--- src/assert_macros.svh ---
// assertion helpers used by the rtl
`ifndef ASSERT_MACROS_SVH
`define ASSERT_MACROS_SVH

// checked on every rising clock edge outside reset
`define ASSERT_CLK(label, clk, rst_n, prop, msg) \
  label: assert property (@(posedge clk) disable iff (!rst_n) prop) else $error(msg);

// checked on every rising clock edge, reset included
`define ASSERT_ALWAYS(label, clk, prop, msg) \
  label: assert property (@(posedge clk) prop) else $error(msg);

`endif

--- src/rsi_pkg.sv ---
package rsi_pkg;

  // field widths
  localparam int CH_W     = 8;
  localparam int VALUE_W  = 32;
  localparam int STATUS_W = 2;
  localparam int ACCUM_W  = 31;
  localparam int RADIX_W  = 6;
  localparam int CFG_IDX_W  = 1;
  localparam int CFG_DATA_W = 6;
  localparam int PROD_W   = ACCUM_W + RADIX_W;

  typedef logic [CH_W-1:0]     ch_t;
  typedef logic [VALUE_W-1:0]  value_t;
  typedef logic [STATUS_W-1:0] status_t;
  typedef logic [ACCUM_W-1:0]  accum_t;
  typedef logic [RADIX_W-1:0]  radix_t;

  // status codes
  localparam status_t ST_OK       = 2'd0;
  localparam status_t ST_FORMAT   = 2'd1;
  localparam status_t ST_ILLEGAL  = 2'd2;
  localparam status_t ST_OVERFLOW = 2'd3;

  // register indexes
  localparam logic [CFG_IDX_W-1:0] CFG_RADIX = 1'd0;
  localparam logic [CFG_IDX_W-1:0] CFG_ABORT = 1'd1;

  localparam radix_t RADIX_RESET = 6'd10;
  localparam radix_t RADIX_MIN   = 6'd2;
  localparam radix_t RADIX_MAX   = 6'd36;
  localparam radix_t NO_DIGIT    = 6'd63;

  localparam logic [PROD_W-1:0] MAG_LIMIT = PROD_W'(32'h7FFF_FFFF);

  // characters of interest
  localparam ch_t CH_NUL   = 8'h00;
  localparam ch_t CH_SPACE = 8'h20;
  localparam ch_t CH_PLUS  = 8'h2B;
  localparam ch_t CH_MINUS = 8'h2D;
  localparam ch_t CH_0     = 8'h30;
  localparam ch_t CH_9     = 8'h39;
  localparam ch_t CH_UA    = 8'h41;
  localparam ch_t CH_UZ    = 8'h5A;
  localparam ch_t CH_LA    = 8'h61;
  localparam ch_t CH_LZ    = 8'h7A;

  // clamp the configured radix into 2..36
  function automatic radix_t eff_radix(input radix_t r);
    if (r < RADIX_MIN) return RADIX_MIN;
    if (r > RADIX_MAX) return RADIX_MAX;
    return r;
  endfunction

  // digit value of a character, NO_DIGIT when it is none
  function automatic radix_t digit_val(input ch_t c);
    ch_t t;
    t = '0;
    if (c >= CH_0 && c <= CH_9) begin
      t = c - CH_0;
      return t[RADIX_W-1:0];
    end
    if (c >= CH_UA && c <= CH_UZ) begin
      t = c - CH_UA + 8'd10;
      return t[RADIX_W-1:0];
    end
    if (c >= CH_LA && c <= CH_LZ) begin
      t = c - CH_LA + 8'd10;
      return t[RADIX_W-1:0];
    end
    return NO_DIGIT;
  endfunction

endpackage

--- src/radix_string_to_int32_top.sv ---
// path: an accepted item waits in the input register; its result is written to the result register that drives out_*
// throughput: one character per cycle unless a result finds the output full, set by the
//   single multiply-add between the input register and the result register
// reset: synchronous, active low; clears the pipeline, the parse state and sets
//   radix to 10 and abort_on_error to 0
`include "assert_macros.svh"

module radix_string_to_int32_top (
  input  logic                               clk,
  input  logic                               rst_n,
  input  logic                               in_valid,
  output logic                               in_ready,
  input  rsi_pkg::ch_t                       in_ch,
  output logic                               out_valid,
  input  logic                               out_ready,
  output rsi_pkg::value_t                    out_result_value,
  output rsi_pkg::status_t                   out_status,
  output logic                               out_fatal,
  input  logic                               cfg_valid,
  output logic                               cfg_ready,
  input  logic [rsi_pkg::CFG_IDX_W-1:0]      cfg_index,
  input  logic [rsi_pkg::CFG_DATA_W-1:0]     cfg_data
);
  import rsi_pkg::*;

  typedef enum logic [1:0] {
    PH_LEAD    = 2'd0,
    PH_SIGN    = 2'd1,
    PH_DIGITS  = 2'd2,
    PH_DISCARD = 2'd3
  } phase_t;

  // configuration
  radix_t radix_r;
  logic   abort_r;

  // input register
  logic s1_valid_r;
  ch_t  s1_ch_r;

  // parse state
  phase_t phase_r, phase_nxt;
  logic   negative_r, negative_nxt;
  accum_t accum_r, accum_nxt;

  // result register
  logic    out_valid_r;
  value_t  out_value_r, value_nxt;
  status_t out_status_r, status_nxt;
  logic    out_fatal_r, fatal_nxt;

  logic              emit;
  logic              out_free;
  logic              s1_adv;
  radix_t            rad;
  radix_t            dig;
  logic              dig_ok;
  logic [PROD_W-1:0] mag_nxt;
  logic              mag_ovf;

  assign cfg_ready = 1'b1;

  // configuration writes
  always_ff @(posedge clk) begin
    if (!rst_n) begin
      radix_r <= RADIX_RESET;
      abort_r <= 1'b0;
    end else if (cfg_valid) begin
      case (cfg_index)
        CFG_RADIX: radix_r <= cfg_data[RADIX_W-1:0];
        CFG_ABORT: abort_r <= cfg_data[0];
        default:   ;
      endcase
    end
  end

  // digit decode and multiply-add
  assign rad     = eff_radix(radix_r);
  assign dig     = digit_val(s1_ch_r);
  assign dig_ok  = (dig != NO_DIGIT) && (dig < rad);
  assign mag_nxt = PROD_W'(accum_r) * PROD_W'(rad) + PROD_W'(dig);
  assign mag_ovf = mag_nxt > MAG_LIMIT;

  // parse step for the item in the input register
  always_comb begin
    phase_nxt    = phase_r;
    negative_nxt = negative_r;
    accum_nxt    = accum_r;
    emit         = 1'b0;
    value_nxt    = '0;
    status_nxt   = ST_OK;
    fatal_nxt    = 1'b0;
    case (phase_r)
      PH_LEAD, PH_SIGN, PH_DIGITS: begin
        if (phase_r == PH_LEAD && s1_ch_r == CH_SPACE) begin
          // skip leading space
        end else if (phase_r == PH_LEAD && s1_ch_r == CH_MINUS) begin
          negative_nxt = 1'b1;
          phase_nxt    = PH_SIGN;
        end else if (phase_r == PH_LEAD && s1_ch_r == CH_PLUS) begin
          phase_nxt = PH_SIGN;
        end else if (s1_ch_r == CH_NUL) begin
          emit         = 1'b1;
          negative_nxt = 1'b0;
          accum_nxt    = '0;
          phase_nxt    = PH_LEAD;
          if (phase_r == PH_DIGITS) begin
            value_nxt = negative_r ? (VALUE_W'(0) - VALUE_W'(accum_r)) : VALUE_W'(accum_r);
          end else begin
            status_nxt = ST_FORMAT;
            fatal_nxt  = abort_r;
          end
        end else if (!dig_ok || mag_ovf) begin
          emit         = 1'b1;
          status_nxt   = dig_ok ? ST_OVERFLOW : ST_ILLEGAL;
          fatal_nxt    = abort_r;
          negative_nxt = 1'b0;
          accum_nxt    = '0;
          phase_nxt    = PH_DISCARD;
        end else begin
          accum_nxt = mag_nxt[ACCUM_W-1:0];
          phase_nxt = PH_DIGITS;
        end
      end
      default: begin
        // discard up to the terminator
        if (s1_ch_r == CH_NUL) begin
          negative_nxt = 1'b0;
          accum_nxt    = '0;
          phase_nxt    = PH_LEAD;
        end
      end
    endcase
  end

  // handshake: the input register moves on unless its result finds the output full
  assign out_free = !out_valid_r || out_ready;
  assign s1_adv   = s1_valid_r && (!emit || out_free);
  assign in_ready = !s1_valid_r || s1_adv;

  // input register
  always_ff @(posedge clk) begin
    if (!rst_n) begin
      s1_valid_r <= 1'b0;
    end else if (in_ready) begin
      s1_valid_r <= in_valid;
    end
    if (in_ready && in_valid) begin
      s1_ch_r <= in_ch;
    end
  end

  // parse state
  always_ff @(posedge clk) begin
    if (!rst_n) begin
      phase_r    <= PH_LEAD;
      negative_r <= 1'b0;
      accum_r    <= '0;
    end else if (s1_adv) begin
      phase_r    <= phase_nxt;
      negative_r <= negative_nxt;
      accum_r    <= accum_nxt;
    end
  end

  // result register
  always_ff @(posedge clk) begin
    if (!rst_n) begin
      out_valid_r <= 1'b0;
    end else if (s1_adv && emit) begin
      out_valid_r <= 1'b1;
    end else if (out_ready) begin
      out_valid_r <= 1'b0;
    end
    if (s1_adv && emit) begin
      out_value_r  <= value_nxt;
      out_status_r <= status_nxt;
      out_fatal_r  <= fatal_nxt;
    end
  end

  assign out_valid        = out_valid_r;
  assign out_result_value = out_value_r;
  assign out_status       = out_status_r;
  assign out_fatal        = out_fatal_r;

  // checks
  `ASSERT_CLK(a_ok_not_fatal, clk, rst_n, (out_valid_r && out_status_r == ST_OK) |-> !out_fatal_r, "fatal set on ok result")
  `ASSERT_CLK(a_err_zero, clk, rst_n, (out_valid_r && out_status_r != ST_OK) |-> (out_value_r == '0), "error result carries a value")
  `ASSERT_CLK(a_lead_clear, clk, rst_n, (phase_r == PH_LEAD) |-> (accum_r == '0 && !negative_r), "number not cleared in leading phase")
  `ASSERT_CLK(a_empty_ready, clk, rst_n, !s1_valid_r |-> in_ready, "empty input register refuses an item")

endmodule
--- config.mk ---
export PLATFORM = sky130hd
export DESIGN_NAME = radix_string_to_int32_top
export DESIGN_NICKNAME = d
export VERILOG_FILES = /design/src/rsi_pkg.sv /design/src/radix_string_to_int32_top.sv
export VERILOG_INCLUDE_DIRS = /design/src /design/src/src
export SDC_FILE = /design/constraint.sdc
export NUM_CORES = 1
export LEC_CHECK = 0
export ABC_AREA = 1
export BUFFER_PORTS_ARGS = -buffer_cell sky130_fd_sc_hd__buf_4
export CORE_MARGIN = 1
export CORE_UTILIZATION = 30
export CTS_CLUSTER_DIAMETER = 80
export DETAILED_ROUTE_END_ITERATION = 8
export PLACE_DENSITY = 0.43
export SYNTH_ARGS = -nofsm -noshare
export SYNTH_HDL_FRONTEND = slang
export SYNTH_SLANG_ARGS = --single-unit
--- constraint.sdc ---
create_clock -name clk -period 8.7 [get_ports clk]
set_input_delay 1.74 -clock clk [delete_from_list [all_inputs] [get_ports clk]]
set_output_delay 1.74 -clock clk [all_outputs]
set_load 0.005 [all_outputs]
==> flow_summary.yaml, run 1 <==
run:
  cap_violations: 0
clock_tree:
  cts_buffers: 9
  cts_tree: "yes"
  cts_buffer_depth: 2
  clk_pin_slew_ns: 0.07
  clockRootBuffer: "clkbuf_16"
  cts.sinks: 86
  clock_latency_ns: 0.36
  post_cts_buffers: 0
  h-tree-depth: 3
worst_setup_path:
  crit_cells: 28
  path_max_fanout: 30
  path_delay_family: "adder cells"
  regToRegEndpoint: "out_result_value[24]"
  r2r_cells: 31
  slowest_stage: "fa_1"
  crit_type: "flop to output port"
  timing.rr.start: "radix_r[4]"
  end_kind: "output port"
  cp-startpoint: "radix_r[4]"
  reg2reg_slack_ns: 1.81
  cp-start-kind: "flop"
  critPathArrivalTime_ns: 6.41
  cp_slowest_stage_delay_ns: 0.52
  cp_num_buf_inv: 7
  critPathCapture: "in_ready"
  cp.required_ns: 6.96
drt:
  final_antenna_net_count: 0
  drc: 0
  via_count: 10000
  dr.pass1.iters: 5
  routedWlPerCell_um: 15.9
  drt_wl_total_um: 33900
  drt_iter0_markers: 686
  vias_per_cell: 4.70
power:
  max-vdd-ir-drop_mv: 0.0772
  p_sw_share_pct: 42.3
  clock_power_share_pct: 25.4
  comb_power_share_pct: 44.2
  p_int_mw: 0.919
  switching_power_mw: 0.675
  leakagePower_nw: 6.72
  p_per_area_mw_per_mm2: 126
  seqPwrFrac_pct: 30.4
sta:
  finalSetupViolCount: 0
  hold_viol: 0
  rsz0062_at_grt: "false"
  report.final.slew_viol_count: 0
  period_share_pct: 93.6
  fmax_ghz: 0.123
  setup_tns_ns: 0
  slew_headroom_pct: 58.9
  worst_slack_ns: 0.553
  finClkSkew_ns: 0.00704
  tightest_slew_ns: 0.612
  fin_crit_ns: 8.15
final_layout:
  drive_gt1_share_pct: 8.23
  num_antenna_cells: 0
  fill_cells: 4116
  area_growth_pct: 10.8
  final_nets: 1858
  layout_commonest_cell: "nand2_1"
  final_cell_mix: "360 x nand2_1, 302 x nor2_1, 223 x inv_1"
floorplanning:
  dieArea_mm2: 0.0389
  std_cell_rows: 71
  start_util_pct: 30.5
  core_mm2: 0.0376
  die_w_um: 197
  pin_count: 58
  die_h_um: 197
synthesis:
  netlist.area_leader.share_pct: 21.0
  synthDistinctLibCells: 48
  synth_area_per_cell_um2: 7.20
  ys_warn_count: 0
  syn_inst: 1591
  synth-edff-count: 43
  synth_top_cells_by_area: "fa_1 21%, nand2_1 12%, edfxtp_1 11%, ha_1 10%, nor2_1 10%"
  synth_flop_cell: "edfxtp_1"
  syn_nets: 1826
  synthArstFlopShare_pct: 0
  synth_area_leader_cell: "fa_1"
  synth_seq_cells: 86
  yosysSeqAreaShare_pct: 18.8
  syn_area_mm2: 0.0114
global_route:
  grtUsageTotal_pct: 18.3
  grt_pass1_vias: 9984
  antenna_found_initial: 0
  grt_pass1_wl_um: 55700
  overflow: 0
  grt_max_degree: 40
hold_path:
  hp-class: "flop to flop"
placement:
  hpwl_um: 28200
  port_buffers: 56
  pre_cts_ws_ns: 0.714
  gp_congestion: 0.857
status:
  status: "finished clean"
tightest hold or removal path, stage by stage, from the launching register on:
cell	delay [ns]
dfxtp_1	0.34
nand2_1	0.07
a21oi_1	0.05
power by group through the flow:
stage / Combinational, mW / Sequential [mW] / Clock (mW)
finish: 0.705 / 0.484 / 0.405
global route: 0.809 / 0.488 / 0.435
CTS: 0.714 / 0.484 / 0.418
detailed placement: 0.706 / 0.493 / 0
global placement: 0.715 / 0.493 / 0
floorplan: 0.510 / 0.483 / 0
per-stage QoR:
step / instance area [µm²] / utilization (%) / hold slack, ns / power (mW) / std cells
floorplan: 11400 / - / 0.434 / 0.993 / 1591
global placement: 12400 / 33.0 / 0.496 / 1.21 / 2123
detailed placement: 12400 / 33.0 / 0.483 / 1.20 / 2123
CTS: 12700 / 33.7 / 0.497 / 1.62 / 2139
global route: 12700 / 33.8 / 0.512 / 1.73 / 2139
finish: 12700 / 33.8 / 0.509 / 1.59 / 2139
synthesized netlist by cell type (all sizes together), types with 2 or more instances:
| cell type | n |
|---|---|
| nor3 | 28 |
| inv | 234 |
| o21bai | 8 |
| nor2 | 312 |
| clkbuf | 31 |
| nand2 | 366 |
| and3 | 2 |
| nand3 | 75 |
| edfxtp | 43 |
| a21oi | 72 |
| clkinv | 9 |
| a21boi | 2 |
| nand4 | 39 |
| nor4 | 3 |
| or2 | 2 |
| buf | 17 |
| fa | 120 |
| dfxtp | 43 |
| xor2 | 25 |
| o21ai | 37 |
| o21a | 4 |
| xnor2 | 11 |
| ha | 95 |
| a31oi | 4 |
registers in the layout, indices dropped and copies added (netlist names):
signal            flops
negative_r            1
abort_r               1
s1_ch_r               8
out_result_value     32
radix_r               6
phase_r               2
out_fatal             1
s1_valid_r            1
out_status            2
accum_r              31
out_valid             1
logic make-up (layout without fill, tap and decap cells):
family | after synthesis | count (layout) | synth area share [%]
and+or+nand+nor | 829 | 829 | 30.6
DFF | 86 | 86 | 18.8
buffers and inverters | 291 | 328 | 9.98
AOI/OAI and AO/OA | 133 | 133 | 6.49
other | 1 | 1 | 0.0328
adders and majority gates | 215 | 215 | 31.4
xor gates and xnor gates | 36 | 36 | 2.75
per-layer routing:
layer	share of wire (%)	wire length (µm)	GRT usage (%)
met1	53	17900	28.3
met4	0.84	284	3.50
met2	43	14400	27.0
met3	4.0	1350	2.08
met5	0	0	0
cell type report:
type                            count  area [µm²]  area share (%)
Inverter                          243         912            7.19
Multi-Input combinational cell   1214        8160            64.3
Timing Repair Buffer               69         522            4.11
Clock buffer                       10         250            1.97
Clock inverter                      6        48.8           0.385
Sequential cell                    86        2150            17.0
Tap cell                          511         639            5.04
repair_timing:
item,4_1_cts,5_1_grt
setup endpoints to repair,0,1
gates resized for setup,0,2
hold buffers,0,0
worst min-delay path by stage:
stage,cells after the start,to,start,slack [ns]
2_1_floorplan,2,abort_r,abort_r,0.43
3_5_place_dp,2,abort_r,abort_r,0.48
6_report,2,abort_r,abort_r,0.51
4_1_cts,2,abort_r,abort_r,0.50
3_3_place_gp,2,abort_r,abort_r,0.50
5_1_grt,2,abort_r,abort_r,0.51
No activity file was read; power rests on OpenSTA's default activity.
==> run 2: changes to the inputs <==
PLACE_DENSITY = 0.44   (was 0.43)
clock period = 7.4 ns   (was 8.7 ns; I/O delays follow)
==> run 2 against run 1 <==
Net effect:
- die area did not move
- highest routed layer unchanged
- largest cell class unchanged
- largest power group unchanged
- combinational power rose by 37%
- register-to-register slack got worse by 0.97 ns
==> flow_summary.yaml, run 2 (synthesized netlist as in run 1, its figures left out) <==
global_route:
  overflow: 0
  grt_pass1_vias: 10200
  grt_pass1_wl_um: 57000
  grtUsageTotal_pct: 18.7
  grt_max_degree: 40
  antenna_found_initial: 0
placement:
  dpl_cell_area_mm2: 0.0125
  pre_cts_ws_ns: 0.133
  dp.cells: 2131
  hpwl_um: 28100
  port_buffers: 56
  gp_congestion: 0.841
sta:
  period_share_pct: 95.6
  worst_slack_ns: 0.323
  tightest_slew_ns: 0.616
  slew_headroom_pct: 58.6
  setup_tns_ns: 0
  finClkSkew_ns: 0.00760
  fmax_ghz: 0.141
  report.final.slew_viol_count: 0
  finalSetupViolCount: 0
  fin_crit_ns: 7.08
  hold_viol: 0
final_layout:
  final_cell_mix: "338 x nand2_1, 275 x nor2_1, 219 x inv_1"
  drive_gt1_share_pct: 14.6
  num_antenna_cells: 0
  final_nets: 1874
  largest_reg_flops: 32
  final_area_mm2: 0.0133
  layout_commonest_cell: "nand2_1"
  utilization_pct: 35.4
  final_cells: 2155
  area_growth_pct: 16.3
hold_path:
  min_path_cells: 2
  hp-start: "abort_r"
  hold_end: "abort_r"
  hp-class: "flop to flop"
worst_setup_path:
  path_max_fanout: 15
  reg2reg_slack_ns: 0.84
  critPathArrivalTime_ns: 5.60
  end_kind: "output port"
  cp_slowest_stage_delay_ns: 0.49
  cp-startpoint: "radix_r[3]"
  cp-start-kind: "flop"
  regToRegEndpoint: "out_result_value[25]"
  cp.required_ns: 5.92
  cp_num_buf_inv: 7
  crit_type: "flop to output port"
  slowest_stage: "fa_1"
  r2r_cells: 32
  path_delay_family: "adder cells"
  timing.rr.start: "radix_r[3]"
floorplanning:
  core_mm2: 0.0376
  std_cell_rows: 71
  dieArea_mm2: 0.0389
  die_w_um: 197
  pin_count: 58
  die_h_um: 197
  start_util_pct: 30.5
drt:
  met2WireLength_um: 14700
  drt_wl_total_um: 34300
  drt_iter0_markers: 698
  vias_per_cell: 4.74
  final_antenna_net_count: 0
  wl_met3_um: 1360
  drc: 0
  routedWlPerCell_um: 15.9
  via_count: 10200
  dr.pass1.iters: 5
  wl_met1_um: 18100
  topRoutingLayerUsed: "met4"
clock_tree:
  cts_buffer_depth: 2
  cts_buffers: 9
  clockRootBuffer: "clkbuf_16"
  h-tree-depth: 3
  cts_tree: "yes"
  clock_latency_ns: 0.36
  clk_pin_slew_ns: 0.07
  cts.sinks: 86
power:
  p_sw_share_pct: 41.4
  clock_power_share_pct: 23.9
  switching_power_mw: 0.835
  comb_power_share_pct: 47.9
  leakagePower_nw: 6.84
  p_int_mw: 1.18
  max-vdd-ir-drop_mv: 0.0842
  p_per_area_mw_per_mm2: 151
  seqPwrFrac_pct: 28.2
status:
  status: "finished clean"
run:
  cap_violations: 0
[run 2: power by group through the flow]
| stage | combinational (mW) | clock [mW] | sequential, mW |
|---|---|---|---|
| finish | 0.964 | 0.482 | 0.568 |
| global route | 1.09 | 0.511 | 0.573 |
| CTS | 0.875 | 0.499 | 0.567 |
| floorplan | 0.599 | 0 | 0.568 |
| detailed placement | 0.848 | 0 | 0.578 |
| global placement | 0.853 | 0 | 0.578 |
[run 2: layout make-up]
type,count,area (µm²)
Clock inverter,6,68.8
Tap cell,511,639
Multi-Input combinational cell,1214,8560
Inverter,243,912
Clock buffer,10,239
Sequential cell,86,2160
Fill cell,3979,24300
Timing Repair Buffer,85,742
[run 2: per-stage QoR]
stage / hold slack (ns) / total power, mW
final: 0.501 / 2.01
after global placement: 0.494 / 1.43
after detailed placement: 0.487 / 1.43
after CTS: 0.496 / 1.94
after global routing: 0.519 / 2.17
after floorplan: 0.434 / 1.17
[run 2: worst max path at each step]
stage | end | slack (ns) | cells after the start
after floorplan | in_ready | 0.69 | 31
after global placement | in_ready | 0.10 | 33
after detailed placement | in_ready | 0.13 | 36
after CTS | in_ready | 0.009 | 36
after global routing | in_ready | -0.01 | 31
final | in_ready | 0.32 | 28
[run 2: layer usage]
metal  vias to the layer above  global-route usage (%)
met5                         -                       0
met4                         0                    3.19
met3                        11                    2.00
met2                       204                    27.9
met1                      4911                    29.0
li1                       5081                       -
[run 2: worst min-delay path, delay by kind of cell, from the launching register on]
| family | cells | cell delay, ns |
|---|---|---|
| flops | 1 | 0.34 |
| simple gates | 1 | 0.07 |
| compound gates | 1 | 0.05 |
[run 2: repair_timing]
action | in CTS | in global routing
hold buffers | 0 | 0
gates cloned | 1 | 0
setup buffers | 4 | 3
resized for setup | 12 | 96
setup endpoints to repair | 1 | 1
pin swaps | 1 | 19
==> run 3: changes to the inputs <==
clock period = 6.1 ns   (was 7.4 ns; I/O delays follow)
==> run 3 against run 2 <==
Net effect:
- the flow now finishes with violations (setup timing)
- die area stayed put
- routed wire length is 9.5% higher
- utilization is 4.3 points higher
- combinational power is 50% higher
- worst hold slack worse by 0.039 ns
- first-iteration DRC count is 4.9% lower
- worst setup slack worse by 0.98 ns
- cell area is 12% higher
- clock power is 22% higher
- sequential power is 20% higher
- via count is 5.2% higher
- total power is 35% higher
==> flow_summary.yaml, run 3 (synthesized netlist as in run 1, its figures left out) <==
floorplanning:
  dieArea_mm2: 0.0389
  std_cell_rows: 71
  core_mm2: 0.0376
  pin_count: 58
  die_w_um: 197
  die_h_um: 197
  start_util_pct: 30.5
clock_tree:
  clockRootBuffer: "clkbuf_16"
  cts_buffer_depth: 2
  h-tree-depth: 3
  clk_pin_slew_ns: 0.07
  cts_buffers: 9
  cts_tree: "yes"
  cts.sinks: 86
  clock_latency_ns: 0.39
power:
  max-vdd-ir-drop_mv: 0.140
  power_mw: 2.71
  p_per_area_mw_per_mm2: 182
  leakagePower_nw: 7.66
sta:
  fmax_ghz: 0.148
  finClkSkew_ns: 0.0116
  whs_ns: 0.462
  slew_headroom_pct: 58.7
  tightest_slew_ns: 0.616
  worst_slack_ns: -0.654
  hold_viol: 0
  setup_tns_ns: -0.654
  report.final.slew_viol_count: 0
  fin_crit_ns: 6.75
  period_share_pct: 111
  finalSetupViolCount: 1
  rsz0062_at_grt: "true"
worst_setup_path:
  path_max_fanout: 15
  reg2reg_slack_ns: 0.06
  end_kind: "output port"
  cp-start-kind: "flop"
  crit_type: "flop to output port"
  regToRegEndpoint: "out_result_value[27]"
  slowest_stage: "fa_1"
  r2r_cells: 33
  timing.rr.start: "radix_r[1]"
  cp.required_ns: 4.88
  critPathArrivalTime_ns: 5.53
  cp_slowest_stage_delay_ns: 0.53
final_layout:
  seq_area_mm2: 0.00216
  area_growth_pct: 30.5
  largest_reg_flops: 32
  drive_gt1_share_pct: 23.5
  final_cell_mix: "334 x nand2_1, 260 x nor2_1, 217 x inv_1"
  final_cells: 2301
  multiInputGateArea_mm2: 0.00886
  utilization_pct: 39.7
  fill_cells: 3951
  final_nets: 2020
  layout_commonest_cell: "nand2_1"
  num_antenna_cells: 0
drt:
  drt_iter0_markers: 664
  drt_wl_total_um: 37600
  drc: 0
  final_antenna_net_count: 0
  vias_per_cell: 4.67
  dr.pass1.iters: 5
  routedWlPerCell_um: 16.3
  via_count: 10700
placement:
  gp_congestion: 0.867
  dp.cells: 2257
  hpwl_um: 28900
  port_buffers: 56
global_route:
  grt_pass1_vias: 10700
  overflow: 0
  grt_max_degree: 40
  grtUsageTotal_pct: 19.2
  antenna_found_initial: 0
  grt_pass1_wl_um: 58100
status:
  status: "finished, violations left"
  violations: "setup timing"
hold_path:
  hp-class: "flop to flop"
  hp-start: "abort_r"
  min_path_cells: 2
  hold_end: "abort_r"
run:
  cap_violations: 0
## run 3: metal layers
layer / vias up / wire length, µm / global-route usage, %
met3: 37 / 1750 / 2.60
met5: - / 0 / 0
li1: 5381 / - / -
met1: 5098 / 19000 / 29.6
met4: 0 / 923 / 5.43
met2: 220 / 16000 / 27.5
## run 3: final cells by class
type | instances | area share [%]
timing repair buffer | 231 | 13.8
sequential | 86 | 14.4
inverter | 243 | 6.13
clock buffer | 12 | 1.87
multi-input combinational | 1214 | 59.3
clock inverter | 4 | 0.168
tap | 511 | 4.28
## run 3: worst max-delay path, delay by kind of cell, from the launching register on
family | cells | cell delay [ns]
adders and majority gates | 5 | 2.13
buffers and inverters | 7 | 0.96
AOI/OAI and AO/OA | 2 | 0.28
DFF | 1 | 0.33
and+or+nand+nor | 15 | 1.42
## run 3: power by group
group / total, mW / switching (mW) / internal [mW]
registers: 0.680 / 0.0296 / 0.651
clock network: 0.586 / 0.261 / 0.325
logic: 1.45 / 0.804 / 0.642
total: 2.71 / 1.09 / 1.62
## run 3: worst max path at each step
stage | start | endpoint | slack (ns) | depth (start not counted)
after global routing | radix_r[2] | in_ready | -0.91 | 29
final | radix_r[1] | in_ready | -0.65 | 29
after floorplan | radix_r[1] | in_ready | -0.09 | 31
after CTS | radix_r[2] | in_ready | -0.73 | 27
after global placement | radix_r[0] | in_ready | -0.50 | 27
after detailed placement | radix_r[0] | in_ready | -0.55 | 29
## run 3: through the flow
| step | setup slack (ns) | cell area (µm²) |
|---|---|---|
| final | -0.654 | 14900 |
| after detailed placement | -0.546 | 13500 |
| after global placement | -0.501 | 13500 |
| after CTS | -0.732 | 14100 |
| after global routing | -0.907 | 14900 |
| after floorplan | -0.0867 | 11500 |
## run 3: timing repair
action | 4_1_cts | 5_1_grt
gates cloned | 1 | 9
endpoints found under the setup margin | 36 | 79
resized for setup | 46 | 103
buffers inserted | 10 | 8
pin swaps | 30 | 43
hold buffers | 0 | 0
